## config.mk

```make
export PLATFORM = sky130hd
export DESIGN_NAME = vfcm_ram
export DESIGN_NICKNAME = d
export VERILOG_FILES = /design/src/rtl/voxel_face_culling_mesher_unit_assert.svh /design/src/rtl/vfcm_ram.sv
export SDC_FILE = /design/constraint.sdc
export NUM_CORES = 2
export LEC_CHECK = 0
export BUFFER_PORTS_ARGS = -buffer_cell sky130_fd_sc_hd__buf_2
export CORE_UTILIZATION = 35
export CTS_BUF_LIST = sky130_fd_sc_hd__clkbuf_4 sky130_fd_sc_hd__clkbuf_8
export CTS_CLUSTER_SIZE = 12
export DETAILED_ROUTE_END_ITERATION = 8
export SYNTH_ARGS = -nofsm -noshare
export SYNTH_HDL_FRONTEND = slang
export SYNTH_SLANG_ARGS = --single-unit
```

## constraint.sdc

```tcl
create_clock -name clock -period 3.55 [get_ports clock]
set_input_delay 0.71 -clock clock [delete_from_list [all_inputs] [get_ports clock]]
set_output_delay 0.71 -clock clock [all_outputs]
set_load 0.005 [all_outputs]
```

## src/rtl/voxel_face_culling_mesher_unit_assert.svh

```systemverilog
// Assertion macros for the voxel face culling mesher.
// Used by the top level only; needs signals named clock and reset in scope.
`ifndef VOXEL_FACE_CULLING_MESHER_UNIT_ASSERT_SVH
`define VOXEL_FACE_CULLING_MESHER_UNIT_ASSERT_SVH
`ifndef SYNTH
// checked property, ignored while reset is high
`define VFCM_ASSERT(label, prop, msg) \
   label: assert property (@(posedge clock) disable iff (reset) prop) else $error(msg);
// checked property, also during reset
`define VFCM_ASSERT_ALWAYS(label, prop, msg) \
   label: assert property (@(posedge clock) prop) else $error(msg);
`else
`define VFCM_ASSERT(label, prop, msg)
`define VFCM_ASSERT_ALWAYS(label, prop, msg)
`endif
`endif

```

## src/rtl/vfcm_ram.sv

```systemverilog
// Generic single port RAM with registered read.
// No dependencies.
module vfcm_ram #(
   parameter int WIDTH = 8,
   parameter int DEPTH = 256,
   localparam int AW = $clog2(DEPTH)
) (
   input  logic             clock,
   input  logic             we,
   input  logic [AW-1:0]    addr,
   input  logic [WIDTH-1:0] wdata,
   output logic [WIDTH-1:0] rdata
);
   logic [WIDTH-1:0] mem [DEPTH];
   logic [WIDTH-1:0] rdata_ff;

   // write and registered read
   always_ff @(posedge clock) begin
      if (we) begin
         mem[addr] <= wdata;
      end
      rdata_ff <= mem[addr];
   end

   assign rdata = rdata_ff;
endmodule

```

==> flow_summary_export.csv <==
group,metric,value,unit
setup_path,arrival,3.87,ns
place,post_dp_cell_area,0.0859,mm2
place,post-place-ws,-0.532,ns
place,portBuffers,25,
global_route,antenna_found_initial,9,
global_route,grtUsageMet2,28.6,%
setup_path,cp.required,4.43,ns
global_route,overflow,0,
synthesis,syn-instance-count,3547,
layout,syn2layout_area_growth,17.4,%
setup_path,crit_path_start,"addr[0]",
power,power_density,528,mW/mm2
route,vias,39300,
place,routabilityCongestion,0.806,
route,drc_errors,0,
synthesis,syn-num-nets,3565,
power,power.leakage,28.9,nW
clock_tree,holdBufCountCts,0,
setup_path,critPathMaxFanout,22,
sta,post-route-period-util,84.2,%
setup_path,setup.worst_path.end_class,"flop",
die,die_area,0.226,mm2
route,routed_wl,199000,um
sta,finClkSkew,0.0569,ns
layout,fin_area,0.0921,mm2
route,wire_per_inst,26.9,um
sta,hold_viol_final,0,
synthesis,synthTopCellsByArea,"edfxtp_1 (78%), mux4_2 (15%), a22oi_1 (2.4%)",
die,num_rows,173,
setup_path,cp-start-kind,"input pin",
global_route,grtUsageMet3,3.69,%
sta,slew_headroom,26.9,%
clock_tree,cts_root_buffer,"clkbuf_8",
synthesis,synthDistinctLibCells,22,
die,start_util,35.3,%
layout,nets,4202,
global_route,grt-busiest-layer,"met2",
synthesis,yosys_warnings,0,
worst_hold_path,hold_start,"wdata[2]",
synthesis,syn_area,0.0785,mm2
power,finalPower,0.0487,W
sta,setup_ws,0.561,ns
clock_tree,insertion_delay,1.02,ns
clock_tree,clkSinkCount,2056,
die,io_pins,26,
clock_tree,htree_num_levels,5,
synthesis,syn_area_per_cell,22.1,um2
sta,tightest_slew,1.08,ns
clock_tree,clock_path_buffers,4,
global_route,grt_max_degree,106,
die,core_area,0.223,mm2
route,drt_pass1_iterations,6,
global_route,grt_pass1_wl,288000,um
sta,grt_setup_unrepaired,"false",
synthesis,synth_top_area_share,78.3,%
synthesis,yosysSeqAreaShare,78.6,%
global_route,grt.met1_usage,23.9,%
power,irDropWorstVdd,0.000313,V
clock_tree,cts_buffers,344,
clock_tree,cts_tree,"built",
layout,drive_above_1_share,35.2,%
route,ant_nets,0,
setup_path,r2r_start,"mem[219][7]",
layout,final_util,41.4,%
outcome,run_status,"completed",
clock_tree,post_cts_resized,0,
global_route,grt_pass1_vias,40700,
clock_tree,postCtsSetupBuffers,0,
sta,min_period,2.99,ns
sta,slew_violations,0,
sta,fmax,335,MHz
sta,final-setup-viol-count,0,
place,dpl.hpwl,121000,um
die,dieHeight,476,um
worst_hold_path,hold_path_class,"input pin to flop",
synthesis,ys_ff_latch,2056,
global_route,track_usage,17.6,%
setup_path,critPathKind,"input pin to flop",
route,viasPerCell,5.32,
die,die_w,476,um
clock_tree,clk_pin_slew,0.06,ns
route,drt_iter0_drc,4315,
synthesis,yosysTopAreaCell,"edfxtp_1",
job,cap_violations,0,
sta,tns,0,ns
critical path, cell delays in order:
cell     delay, ns
buf_8         0.28
buf_12        0.27
buf_4         0.26
mux4_2        0.52
a22oi_1       0.31
a21oi_1       0.15
o41ai_1       0.98
buf_4         0.24
nand4_1       0.08
placed cells by master (no fill, tap or decap), types with 2 or more instances in the layout:
cell type,n
a21oi_1,128
a22oi_1,256
and2_1,2
buf_12,59
buf_2,15
buf_4,439
buf_8,10
bufinv_16,2
clkbuf_4,111
clkbuf_8,350
clkinv_1,74
clkinv_2,38
clkinvlp_4,5
dfxtp_1,8
diode_2,3
edfxtp_1,2048
inv_6,2
mux4_2,512
nand2_1,27
nand2b_1,4
nand2b_2,2
nand3_1,9
nand3_2,4
nand4_1,8
nor2_1,231
nor2b_1,5
nor2b_4,2
nor3_1,30
o41ai_1,31
or2_2,2
metrics by stage:
step	hold slack, ns	instances
CTS	0.0611	7395
global placement	0.946	6813
global route	0.0989	7398
detailed placement	0.934	6813
finish	0.163	7398
floorplan	0.809	3547
cell type report:
type	count	area [um2]
diodes	3	7.51
multi-input cells	1258	15800
clock inverters	121	583
fillers	19500	130000
clock buffers	461	5650
inverters	1	3.75
repair buffers	523	4700
flip-flops and latches	2056	61700
well taps	2975	3720
per-layer routing:
metal,part of all wire [%],routed length (um),up-vias
li1,-,-,16400
met4,2.4,4740,2
met1,41,82000,21100
met5,0.0035,7,-
met3,7.1,14100,297
met2,49,97900,1533
power by group:
group	leakage [nW]	internal, W	switching [W]	total [W]
Sequential	18.5	0.0268	0.0000336	0.0268
Clock	3.33	0.0104	0.00908	0.0195
Combinational	7.11	0.000903	0.00149	0.00240
Total	28.9	0.0381	0.0106	0.0487
worst paths after layout:
path                               endpoint  slack [ns]  cells past startpoint
worst min-delay path            mem[110][2]        0.16                      1
worst max register to register     rdata[7]        0.66                      6
worst max-delay path               rdata[7]        0.56                      9
worst min register to register     rdata[4]        0.92                      5
synthesized netlist by cell type:
| cell | n |
|---|---|
| o41ai_1 | 32 |
| dfxtp_1 | 8 |
| and2_1 | 3 |
| buf_2 | 36 |
| buf_1 | 19 |
| nand3_1 | 13 |
| nor3_1 | 30 |
| nand2b_1 | 6 |
| a21oi_1 | 128 |
| edfxtp_1 | 2048 |
| a22oi_1 | 256 |
| nor2_1 | 232 |
| clkbuf_1 | 145 |
| or2_2 | 2 |
| inv_1 | 1 |
| or3_1 | 1 |
| buf_6 | 16 |
| nor2b_1 | 7 |
| nand2_1 | 28 |
| nand4_1 | 8 |
| buf_4 | 16 |
| mux4_2 | 512 |
cell families after synthesis:
kind of cell / count (synthesis) / share of synthesized area (%)
flip-flops: 2056 / 78.6
buffers and inverters: 233 / 1.40
multiplexers: 512 / 14.7
AND/OR/NAND/NOR: 330 / 1.73
AO/OA/AOI/OAI: 416 / 3.62
flip-flops by register name (all words and copies together) (netlist names):
register	flops
mem	2048
rdata	8
Note: power is estimated with default switching activity, not from simulation.
