===== config.mk =====
export PLATFORM = sky130hd
export DESIGN_NAME = vfcm_nbr_step
export DESIGN_NICKNAME = d
export VERILOG_FILES = /design/src/rtl/voxel_face_culling_mesher_unit_assert.svh /design/src/rtl/vfcm_pkg.sv /design/src/rtl/vfcm_nbr_step.sv
export SDC_FILE = /design/constraint.sdc
export NUM_CORES = 1
export LEC_CHECK = 0
export ABC_AREA = 1
export BUFFER_PORTS_ARGS = -buffer_cell sky130_fd_sc_hd__buf_4
export CAP_MARGIN = 30
export CORE_UTILIZATION = 30
export DETAILED_ROUTE_END_ITERATION = 6
export GPL_TIMING_DRIVEN = 0
export PLACE_DENSITY = 0.66
export SYNTH_ARGS = -nofsm -noshare
export SYNTH_HDL_FRONTEND = slang
export SYNTH_SLANG_ARGS = --single-unit

===== constraint.sdc =====
create_clock -name vclk -period 5.6
set_input_delay 0.56 -clock vclk [all_inputs]
set_output_delay 0.56 -clock vclk [all_outputs]
set_load 0.01 [all_outputs]

===== src/rtl/voxel_face_culling_mesher_unit_assert.svh =====
// Assertion macros for the voxel face culling mesher.
// Used by the top level only; needs signals named clock and reset in scope.
`ifndef VOXEL_FACE_CULLING_MESHER_UNIT_ASSERT_SVH
`define VOXEL_FACE_CULLING_MESHER_UNIT_ASSERT_SVH
`ifndef SYNTH
// checked property, ignored while reset is high
`define VFCM_ASSERT(label, prop, msg) \
   label: assert property (@(posedge clock) disable iff (reset) prop) else $error(msg);
// checked property, also during reset
`define VFCM_ASSERT_ALWAYS(label, prop, msg) \
   label: assert property (@(posedge clock) prop) else $error(msg);
`else
`define VFCM_ASSERT(label, prop, msg)
`define VFCM_ASSERT_ALWAYS(label, prop, msg)
`endif
`endif


===== src/rtl/vfcm_pkg.sv =====
// Shared constants for the voxel face culling mesher.
// No dependencies.
package vfcm_pkg;
   localparam int CMD_W  = 3;
   localparam int POS_W  = 4;
   localparam int SIDE_W = 3;
   localparam int TYPE_W = 8;
   localparam int TEX_W  = 8;
   localparam int FNUM_W = 15;
   localparam int NBR_W  = 6;

   localparam logic [FNUM_W-1:0] FNUM_MAX = '1;

   // commands
   localparam logic [CMD_W-1:0] CMD_LOAD_VOXEL = 3'd0;
   localparam logic [CMD_W-1:0] CMD_LOAD_NBR   = 3'd1;
   localparam logic [CMD_W-1:0] CMD_LOAD_TEX   = 3'd2;
   localparam logic [CMD_W-1:0] CMD_RESTART    = 3'd3;
   localparam logic [CMD_W-1:0] CMD_MESH       = 3'd4;

   // face sides
   localparam logic [SIDE_W-1:0] SIDE_TOP    = 3'd0;
   localparam logic [SIDE_W-1:0] SIDE_BOTTOM = 3'd1;
   localparam logic [SIDE_W-1:0] SIDE_BACK   = 3'd2;
   localparam logic [SIDE_W-1:0] SIDE_FRONT  = 3'd3;
   localparam logic [SIDE_W-1:0] SIDE_LEFT   = 3'd4;
   localparam logic [SIDE_W-1:0] SIDE_RIGHT  = 3'd5;
endpackage


===== src/rtl/vfcm_nbr_step.sv =====
// Neighbor step unit: one +/-1 adder and one bound compare, shared by all sides.
// Depends on vfcm_pkg.
module vfcm_nbr_step #(
   parameter int CHUNK_SIZE = 16,
   localparam int CW = $clog2(CHUNK_SIZE)
) (
   input  logic [CW-1:0]               cx,
   input  logic [CW-1:0]               cy,
   input  logic [CW-1:0]               cz,
   input  logic [vfcm_pkg::SIDE_W-1:0] side,
   output logic [CW-1:0]               nx,
   output logic [CW-1:0]               ny,
   output logic [CW-1:0]               nz,
   output logic                        at_edge,
   output logic [CW-1:0]               pa,
   output logic [CW-1:0]               pb
);
   import vfcm_pkg::*;

   localparam logic [CW-1:0] CMAX = CW'(CHUNK_SIZE - 1);

   logic          plus;
   logic [CW-1:0] coord;
   logic [CW-1:0] stepped;

   // pick the axis and direction of this side
   always_comb begin
      plus  = 1'b0;
      coord = cx;
      case (side)
         SIDE_TOP:    begin coord = cy; plus = 1'b1; end
         SIDE_BOTTOM: begin coord = cy; plus = 1'b0; end
         SIDE_BACK:   begin coord = cz; plus = 1'b0; end
         SIDE_FRONT:  begin coord = cz; plus = 1'b1; end
         SIDE_LEFT:   begin coord = cx; plus = 1'b0; end
         SIDE_RIGHT:  begin coord = cx; plus = 1'b1; end
         default:     begin coord = cx; plus = 1'b1; end
      endcase
   end

   // shared step and edge test
   assign stepped = plus ? coord + 1'b1 : coord - 1'b1;
   assign at_edge = plus ? (coord == CMAX) : (coord == '0);

   // neighbor voxel and boundary plane coordinates
   always_comb begin
      nx = cx;
      ny = cy;
      nz = cz;
      if (side inside {SIDE_TOP, SIDE_BOTTOM}) begin
         ny = stepped;
         pa = cx;
         pb = cz;
      end else if (side inside {SIDE_BACK, SIDE_FRONT}) begin
         nz = stepped;
         pa = cx;
         pb = cy;
      end else begin
         nx = stepped;
         pa = cy;
         pb = cz;
      end
   end
endmodule


==> qor.csv, run 1 <==
metric;value;unit
wl;1.57;mm
power.density;112;mW/mm^2
period_needed;2.90;ns
drt_iter0_drc;10;
nets;164;
drive_above_1_share;0.368;
tightest_slew;0.267;ns
max-cap-violations;0;
grt_pass1_wl;2.62;mm
cts_hold_buf;0;
synth_cells;109;
crit_slowest_cell;ha_1;
cts_resized;0;
antennaDiodeCount;0;
post-dp-hpwl;1.34;mm
clock_buffers;0;
dr.pass1.iters;4;
cp.arrival;2.34;ns
seq_area;0;sq um
grt.total_usage;0.165;
finalHoldViolations;0;
maxSlewHeadroom;0.821;
start_util;0.325;
fp.dieH;45.5;um
wl_per_cell;9.27;um
synth_compound_area_frac;0.139;
synth_xor_area_frac;0.0154;
crit_type;input pin to output pin;
seq_area_frac_synth;0;
crit_required;5.04;ns
rows;15;
path_max_fanout;10;
fin_tns_setup;0;ns
design.seq.count;0;
syn_area;568;sq um
synth_fa_ha_area_frac;0.0793;
status;completed;
crit_chain;buf_6 > inv_4 > buf_6 > or2_1 > nand3_2 > inv_1 > ha_1 > a21oi_1 > inv_1 > nor2_1 > nand2_1 > nand3_1 > nand2_1 > buf_4;
fin_cells;169;
ant_nets;0;
dieArea;0.00207;sq mm
p_leak;0.525;nW
post-cts-setup-buffers;0;
postSynthAreaPerCell;5.21;sq um
cpPeakStageDelay;0.33;ns
synth_top_family_by_area;simple AND/OR/NAND/NOR gates;
syn2layout_area_growth;51.8;%
antenna_found_initial;0;
yosysWarnings;0;
cp_top_family;simple AND/OR/NAND/NOR gates;
layout_commonest_cell;nand2_1;
num_vias;766;
grt_pass1_vias;634;
place_congestion;0.766;
ys_types;22;
viasPerCell;4.53;
io_buffers;35;
synthMuxAreaShare;0;
dp.cells;169;
synthSimpleGateAreaFrac;0.566;
path_buf_inv;6;
period_share;0.517;
drcViolationCount;0;
n_fill_cell;204;
fin_util;0.494;
layout_common_cells;nand2_1, buf_4, inv_1, nand3_1, o21ai_0;
die_x;45.5;um
rsz0062_at_grt;false;
end_kind;output pin;
grt_overflow_total;0;
synth_nets;127;
pin_count;36;
fmaxAchievable;0.345;GHz
ir_worst_vdd;0.0519;mV
fp.coreArea;0.00175;sq mm
cp-start-kind;input pin;
hold_class;input pin to output pin;
grt_max_degree;11;
drv_slew;0;
finalSetupViolCount;0;
==> final timing paths <==
path                  cells past startpoint  slack, ns    end    start
worst min-delay path                      4       1.41  ny[0]    cy[0]
worst max-delay path                     14       2.70  ny[3]  side[2]
==> synth_stat cells, types with 2 or more instances <==
| cell type | number | area, sq um |
|---|---|---|
| inv_1 | 16 | 60.1 |
| o21ai_0 | 11 | 55.1 |
| nand3_1 | 11 | 55.1 |
| inv_4 | 2 | 12.5 |
| inv_2 | 2 | 7.51 |
| a21oi_1 | 2 | 10.0 |
| nor2_1 | 4 | 15.0 |
| nand2_1 | 37 | 139 |
| nand2_2 | 5 | 31.3 |
| nand3b_1 | 2 | 15.0 |
| ha_1 | 2 | 25.0 |
| buf_6 | 3 | 33.8 |
| nand3_2 | 3 | 30.0 |
==> area by class of cell <==
type	instances	area [sq um]	area share
Inverter	20	80.1	0.0929
Multi-Input combinational cell	86	454	0.527
Timing Repair Buffer	35	263	0.305
Tap cell	25	31.3	0.0363
Buffer	3	33.8	0.0392
==> metal layers <==
metal / vias to the layer above / GRT usage / routed length, um
met5: - / 0 / 0
met4: 0 / 0 / 0
met3: 0 / 0.00397 / 143
met2: 38 / 0.300 / 722
met1: 313 / 0.227 / 702
li1: 415 / - / -
==> per-stage QoR <==
stage	cell area [sq um]	setup slack, ns	hold slack [ns]	total power [W]
detailed placement	862	2.71	1.40	0.0000977
global route	862	2.54	1.43	0.000110
finish	862	2.70	1.41	0.0000970
CTS	862	2.70	1.41	0.0000980
global placement	862	2.74	1.40	0.0000965
floorplan	568	3.01	1.24	0.0000569
==> where the power goes <==
group          switching [W]  leakage (nW)  internal [W]
combinational      0.0000518         0.525     0.0000452
sequential                 0             0             0
clock                      0             0             0
total              0.0000518         0.525     0.0000452
==> kinds of logic after synthesis <==
| kind of cell | after synthesis |
|---|---|
| xor gates and xnor gates | 1 |
| AOI/OAI and AO/OA | 15 |
| and+or+nand+nor | 67 |
| buffers and inverters | 23 |
| adders and majority gates | 3 |
==> tightest hold or removal path, cell delays in order <==
cell and delay (ns):
buf_4 0.08, nand2_1 0.04, nand2_1 0.05, buf_4 0.11
Note: power is estimated with default switching activity, not from simulation.
==> run 2: changes to the inputs <==
--- a/config.mk
+++ b/config.mk
@@ -5,13 +5,13 @@
 export SDC_FILE = /design/constraint.sdc
 export NUM_CORES = 1
 export LEC_CHECK = 0
-export ABC_AREA = 1
+export ABC_AREA = 0
 export BUFFER_PORTS_ARGS = -buffer_cell sky130_fd_sc_hd__buf_4
 export CAP_MARGIN = 30
 export CORE_UTILIZATION = 30
 export DETAILED_ROUTE_END_ITERATION = 6
 export GPL_TIMING_DRIVEN = 0
-export PLACE_DENSITY = 0.66
+export PLACE_DENSITY = 0.7
 export SYNTH_ARGS = -nofsm -noshare
 export SYNTH_HDL_FRONTEND = slang
 export SYNTH_SLANG_ARGS = --single-unit
==> constraint.sdc (replaced) <==
create_clock -name vclk -period 2.6
set_input_delay 0.26 -clock vclk [all_inputs]
set_output_delay 0.26 -clock vclk [all_outputs]
set_load 0.01 [all_outputs]
==> run 2 against run 1 <==
Against the previous run:
- global-route usage is 1.4 points lower
- design area is 5.1% lower
- routed wire length is 6.3% lower
- total power is 130% higher
- combinational power is 130% higher
- sequential share of layout area stayed put
- synthesized cell count is 28% lower
- worst hold slack worse by 0.60 ns
- core utilization is 3.7 points higher
- critical endpoint is now nz[3]
==> qor.csv, run 2 <==
metric;value;unit
cp_top_family;buffers and inverters;
fmaxAchievable;0.407;GHz
synthTopCellsByArea;nand2_1, xnor2_1, mux2_2, mux2i_1, a21oi_1;
ys_types;26;
crit_required;2.34;ns
io_buffers;34;
wl_per_cell;11.4;um
grt_pass1_vias;531;
p_leak;0.424;nW
tightest_slew;0.393;ns
crit_chain;buf_2 > clkbuf_4 > xnor2_1 > o21ai_2 > ha_1 > a31o_2 > a21oi_4 > nand2_1 > mux2i_1 > xor2_1 > buf_4;
period_share;0.946;
crit_type;input pin to output pin;
finalSetupViolCount;0;
cpPeakStageDelay;0.31;ns
cp-start-kind;input pin;
synth_top_area_share;0.162;
hold-worst-slack;0.808;ns
layout_commonest_cell;buf_4;
post-place-ws;-0.242;ns
setup_slack;0.140;ns
wl;1.47;mm
num_vias;645;
place_congestion;0.773;
synth_top_area_cell;nand2_1;
rows;14;
maxSlewHeadroom;0.737;
antennaDiodeCount;0;
drt_iter0_drc;16;
cp.arrival;2.20;ns
ir_worst_vdd;0.110;mV
die_x;43.3;um
fp.dieH;43.3;um
hold_class;input pin to output pin;
grt_pass1_wl;2.33;mm
drcViolationCount;0;
syn_area;510;sq um
dieArea;0.00187;sq mm
fin_util;0.531;
crit_slowest_cell;ha_1;
pin_count;36;
grt_overflow_total;0;
ant_nets;0;
status;completed;
synth_common_cells;nand2_1, nor2_1, a21oi_1, xnor2_1;
synth_cells;78;
syn2layout_area_growth;60.3;%
drv_slew;0;
cts_hold_buf;0;
max-cap-violations;0;
n_fill_cell;162;
layout_common_cells;buf_4, nand2_1, nor2_1, xnor2_1, a21oi_1;
start_util;0.331;
grt.total_usage;0.151;
power.density;267;mW/mm^2
grt_max_degree;11;
power.total;0.000219;W
synth_most_common_cell;nand2_1;
postSynthAreaPerCell;6.54;sq um
seq_area;0;sq um
synth_nets;96;
fin_tns_setup;0;ns
end_kind;output pin;
finalHoldViolations;0;
antenna_found_initial;0;
path_max_fanout;10;
clock_buffers;0;
period_needed;2.46;ns
post-dp-hpwl;1.14;mm
seq_area_frac_synth;0;
nets;133;
path_buf_inv;3;
yosysWarnings;0;
design.seq.count;0;
multi_input_area;495;sq um
drive_above_1_share;0.460;
fp.coreArea;0.00154;sq mm
dr.pass1.iters;4;
viasPerCell;5.00;
-- run 2: changes by cell type after synthesis, moves of 3 or more --
cell	change
a21oi_1	+4
inv_1	-13
mux2_2	+4
mux2i_1	+4
nand2_1	-15
nand2_2	-5
nand2b_1	+3
nand3_1	-10
nand3_2	-3
nor2_1	+3
o21ai_0	-9
xnor2_1	+6
-- run 2: report_power, final --
part	switching, W	leakage, nW	internal, W	total, W
Sequential	0	0	0	0
Clock	0	0	0	0
Combinational	0.000106	0.424	0.000113	0.000219
Total	0.000106	0.424	0.000113	0.000219
-- run 2: cell families (layout without fill, tap and decap cells) --
logic type / after synthesis / count (layout) / share of synthesized area
compound gates: 11 / 11 / 0.125
xor+xnor: 9 / 9 / 0.154
fa+ha+maj: 3 / 3 / 0.0882
buf+inv: 7 / 42 / 0.0784
mux: 10 / 10 / 0.223
simple gates: 38 / 38 / 0.331
-- run 2: what timing repair did --
item                                    in CTS  in global routing
resized for setup                            2                  5
endpoints found under the setup margin       3                  3
pin swaps                                    0                  1
setup buffers                                0                  1
-- run 2: path summary, 6_finish.rpt --
check,start,to,depth (start not counted)
max,side[2],nz[3],11
min,cx[3],nx[3],3
-- run 2: cell type report --
class | instances | share of cell area
multi-input cells | 71 | 0.606
repair buffers | 35 | 0.321
plain buffers | 4 | 0.0352
well taps | 16 | 0.0245
inverters | 3 | 0.0138
-- run 2: through the flow --
stage,area (sq um),cells
3_3_place_gp,786,128
5_1_grt,818,129
3_5_place_dp,786,128
4_1_cts,792,128
2_1_floorplan,510,78
6_report,818,129
-- run 2: layer usage --
metal / vias up / GRT usage / wire length [um]
li1: 331 / - / -
met4: 0 / 0 / 0
met1: 293 / 0.219 / 637
met2: 21 / 0.263 / 732
met3: 0 / 0.00426 / 98
met5: - / 0 / 0
==> run 3: changes to the inputs <==
--- a/config.mk
+++ b/config.mk
@@ -6,7 +6,7 @@
 export NUM_CORES = 1
 export LEC_CHECK = 0
 export ABC_AREA = 0
-export BUFFER_PORTS_ARGS = -buffer_cell sky130_fd_sc_hd__buf_4
+export BUFFER_PORTS_ARGS = -buffer_cell sky130_fd_sc_hd__buf_2
 export CAP_MARGIN = 30
 export CORE_UTILIZATION = 30
 export DETAILED_ROUTE_END_ITERATION = 6
==> run 3 against run 2 <==
Against the previous run:
- setup slack got worse by 0.0093 ns
- non-clock buffer count grew 1
- die area is the same
- flip-flop and latch count unchanged
- design area down 5.0%
- critical path type unchanged
- critical endpoint unchanged
- largest cell class unchanged
- largest power group unchanged
- highest routed layer unchanged
==> qor.csv, run 3 (synthesis results as in run 2) <==
metric;value;unit
drive_above_1_share;0.474;
p_leak;0.412;nW
clock_buffers;0;
cp_top_family;compound AO/OA/AOI/OAI gates;
post-dp-hpwl;1.14;mm
pin_count;36;
drt_iter0_drc;7;
cpPeakStageDelay;0.24;ns
fin_util;0.504;
cts_hold_buf;0;
fmaxAchievable;0.405;GHz
dpl_cell_area;701;sq um
maxSlewHeadroom;0.734;
wl;1.53;mm
path_common_cell;buf_2;
grtUsageMet1;0.214;
fp.dieH;43.3;um
finalSetupViolCount;0;
grt.total_usage;0.156;
syn2layout_area_growth;52.2;%
cp-start-kind;input pin;
finish.instance_area;777;sq um
start_util;0.331;
dieArea;0.00187;sq mm
drv_slew;0;
n_fill_cell;156;
cp.arrival;2.21;ns
layout_common_cells;buf_2, nand2_1, nor2_1, xnor2_1;
tightest_slew;0.398;ns
met2_usage;0.284;
hold_class;input pin to output pin;
io_buffers;34;
status;completed;
path_buf_inv;3;
crit_chain;buf_2 > buf_6 > xnor2_4 > o21ai_4 > ha_4 > a31o_2 > a21oi_2 > nand2_1 > mux2i_1 > xor2_1 > buf_2;
power.density;259;mW/mm^2
ir_worst_vdd;0.103;mV
top_usage_layer;met2;
period_needed;2.47;ns
grt_max_degree;11;
antennaDiodeCount;0;
rows;14;
use_met3;0.00426;
drcViolationCount;0;
finalHoldViolations;0;
hp-start;cx[3];
wl_per_cell;11.7;um
fp.coreArea;0.00154;sq mm
antenna_found_initial;0;
place_congestion;0.772;
dp.cells;128;
max-cap-violations;0;
fin_cells;130;
end_kind;output pin;
min_path_cells;3;
grt_pass1_wl;2.37;mm
path_max_fanout;10;
hold_end;nx[3];
layout_commonest_cell;buf_2;
fin_tns_setup;0;ns
crit_slowest_cell;o21ai_4;
grt_overflow_total;0;
design.seq.count;0;
seq_area;0;sq um
die_x;43.3;um
nets;134;
grt_pass1_vias;565;
hold-worst-slack;0.812;ns
crit_required;2.34;ns
dr.pass1.iters;4;
ant_nets;0;
viasPerCell;5.16;
crit_type;input pin to output pin;
multi_input_area;528;sq um
period_share;0.950;
num_vias;671;
run 3: changes by cell type in the layout (fill, tap and decap cells not counted), sizes merged:
cell | before | now
buf | 38 | 40
clkbuf | 1 | 0
run 3: how the worst max path moves through the flow:
stage | start | cells after the start | slack [ns] | to
3_3_place_gp | side[1] | 11 | -0.16 | nz[3]
4_1_cts | side[2] | 11 | 0.05 | nz[3]
6_report | side[2] | 11 | 0.13 | nz[3]
5_1_grt | side[2] | 11 | -0.003 | nz[3]
2_1_floorplan | side[1] | 10 | 0.14 | nz[3]
3_5_place_dp | side[1] | 11 | -0.22 | nz[3]
run 3: what timing repair did:
item                                    CTS  global route
endpoints found under the setup margin    3             3
resized for setup                         2             9
pin swaps                                 0             3
setup buffers                             0             2
run 3: routing by layer:
layer | up-vias | wire length (um)
li1 | 342 | -
met1 | 311 | 620
met2 | 18 | 825
met3 | 0 | 81
met4 | 0 | 0
met5 | - | 0
run 3: layout make-up:
| type | instances | area share |
|---|---|---|
| Inverter | 3 | 0.0145 |
| Timing Repair Buffer | 36 | 0.238 |
| Buffer | 4 | 0.0419 |
| Tap cell | 16 | 0.0258 |
| Multi-Input combinational cell | 71 | 0.680 |
run 3: power breakdown:
group | switching, W | total (W) | internal (W)
Clock | 0 | 0 | 0
Sequential | 0 | 0 | 0
Combinational | 0.000107 | 0.000201 | 0.0000939
run 3: metrics by stage:
step / worst slack [ns] / total power [W]
6_report: 0.131 / 0.000201
5_1_grt: -0.00299 / 0.000224
4_1_cts: 0.0479 / 0.000183
3_5_place_dp: -0.215 / 0.000181
3_3_place_gp: -0.165 / 0.000177
2_1_floorplan: 0.135 / 0.000118
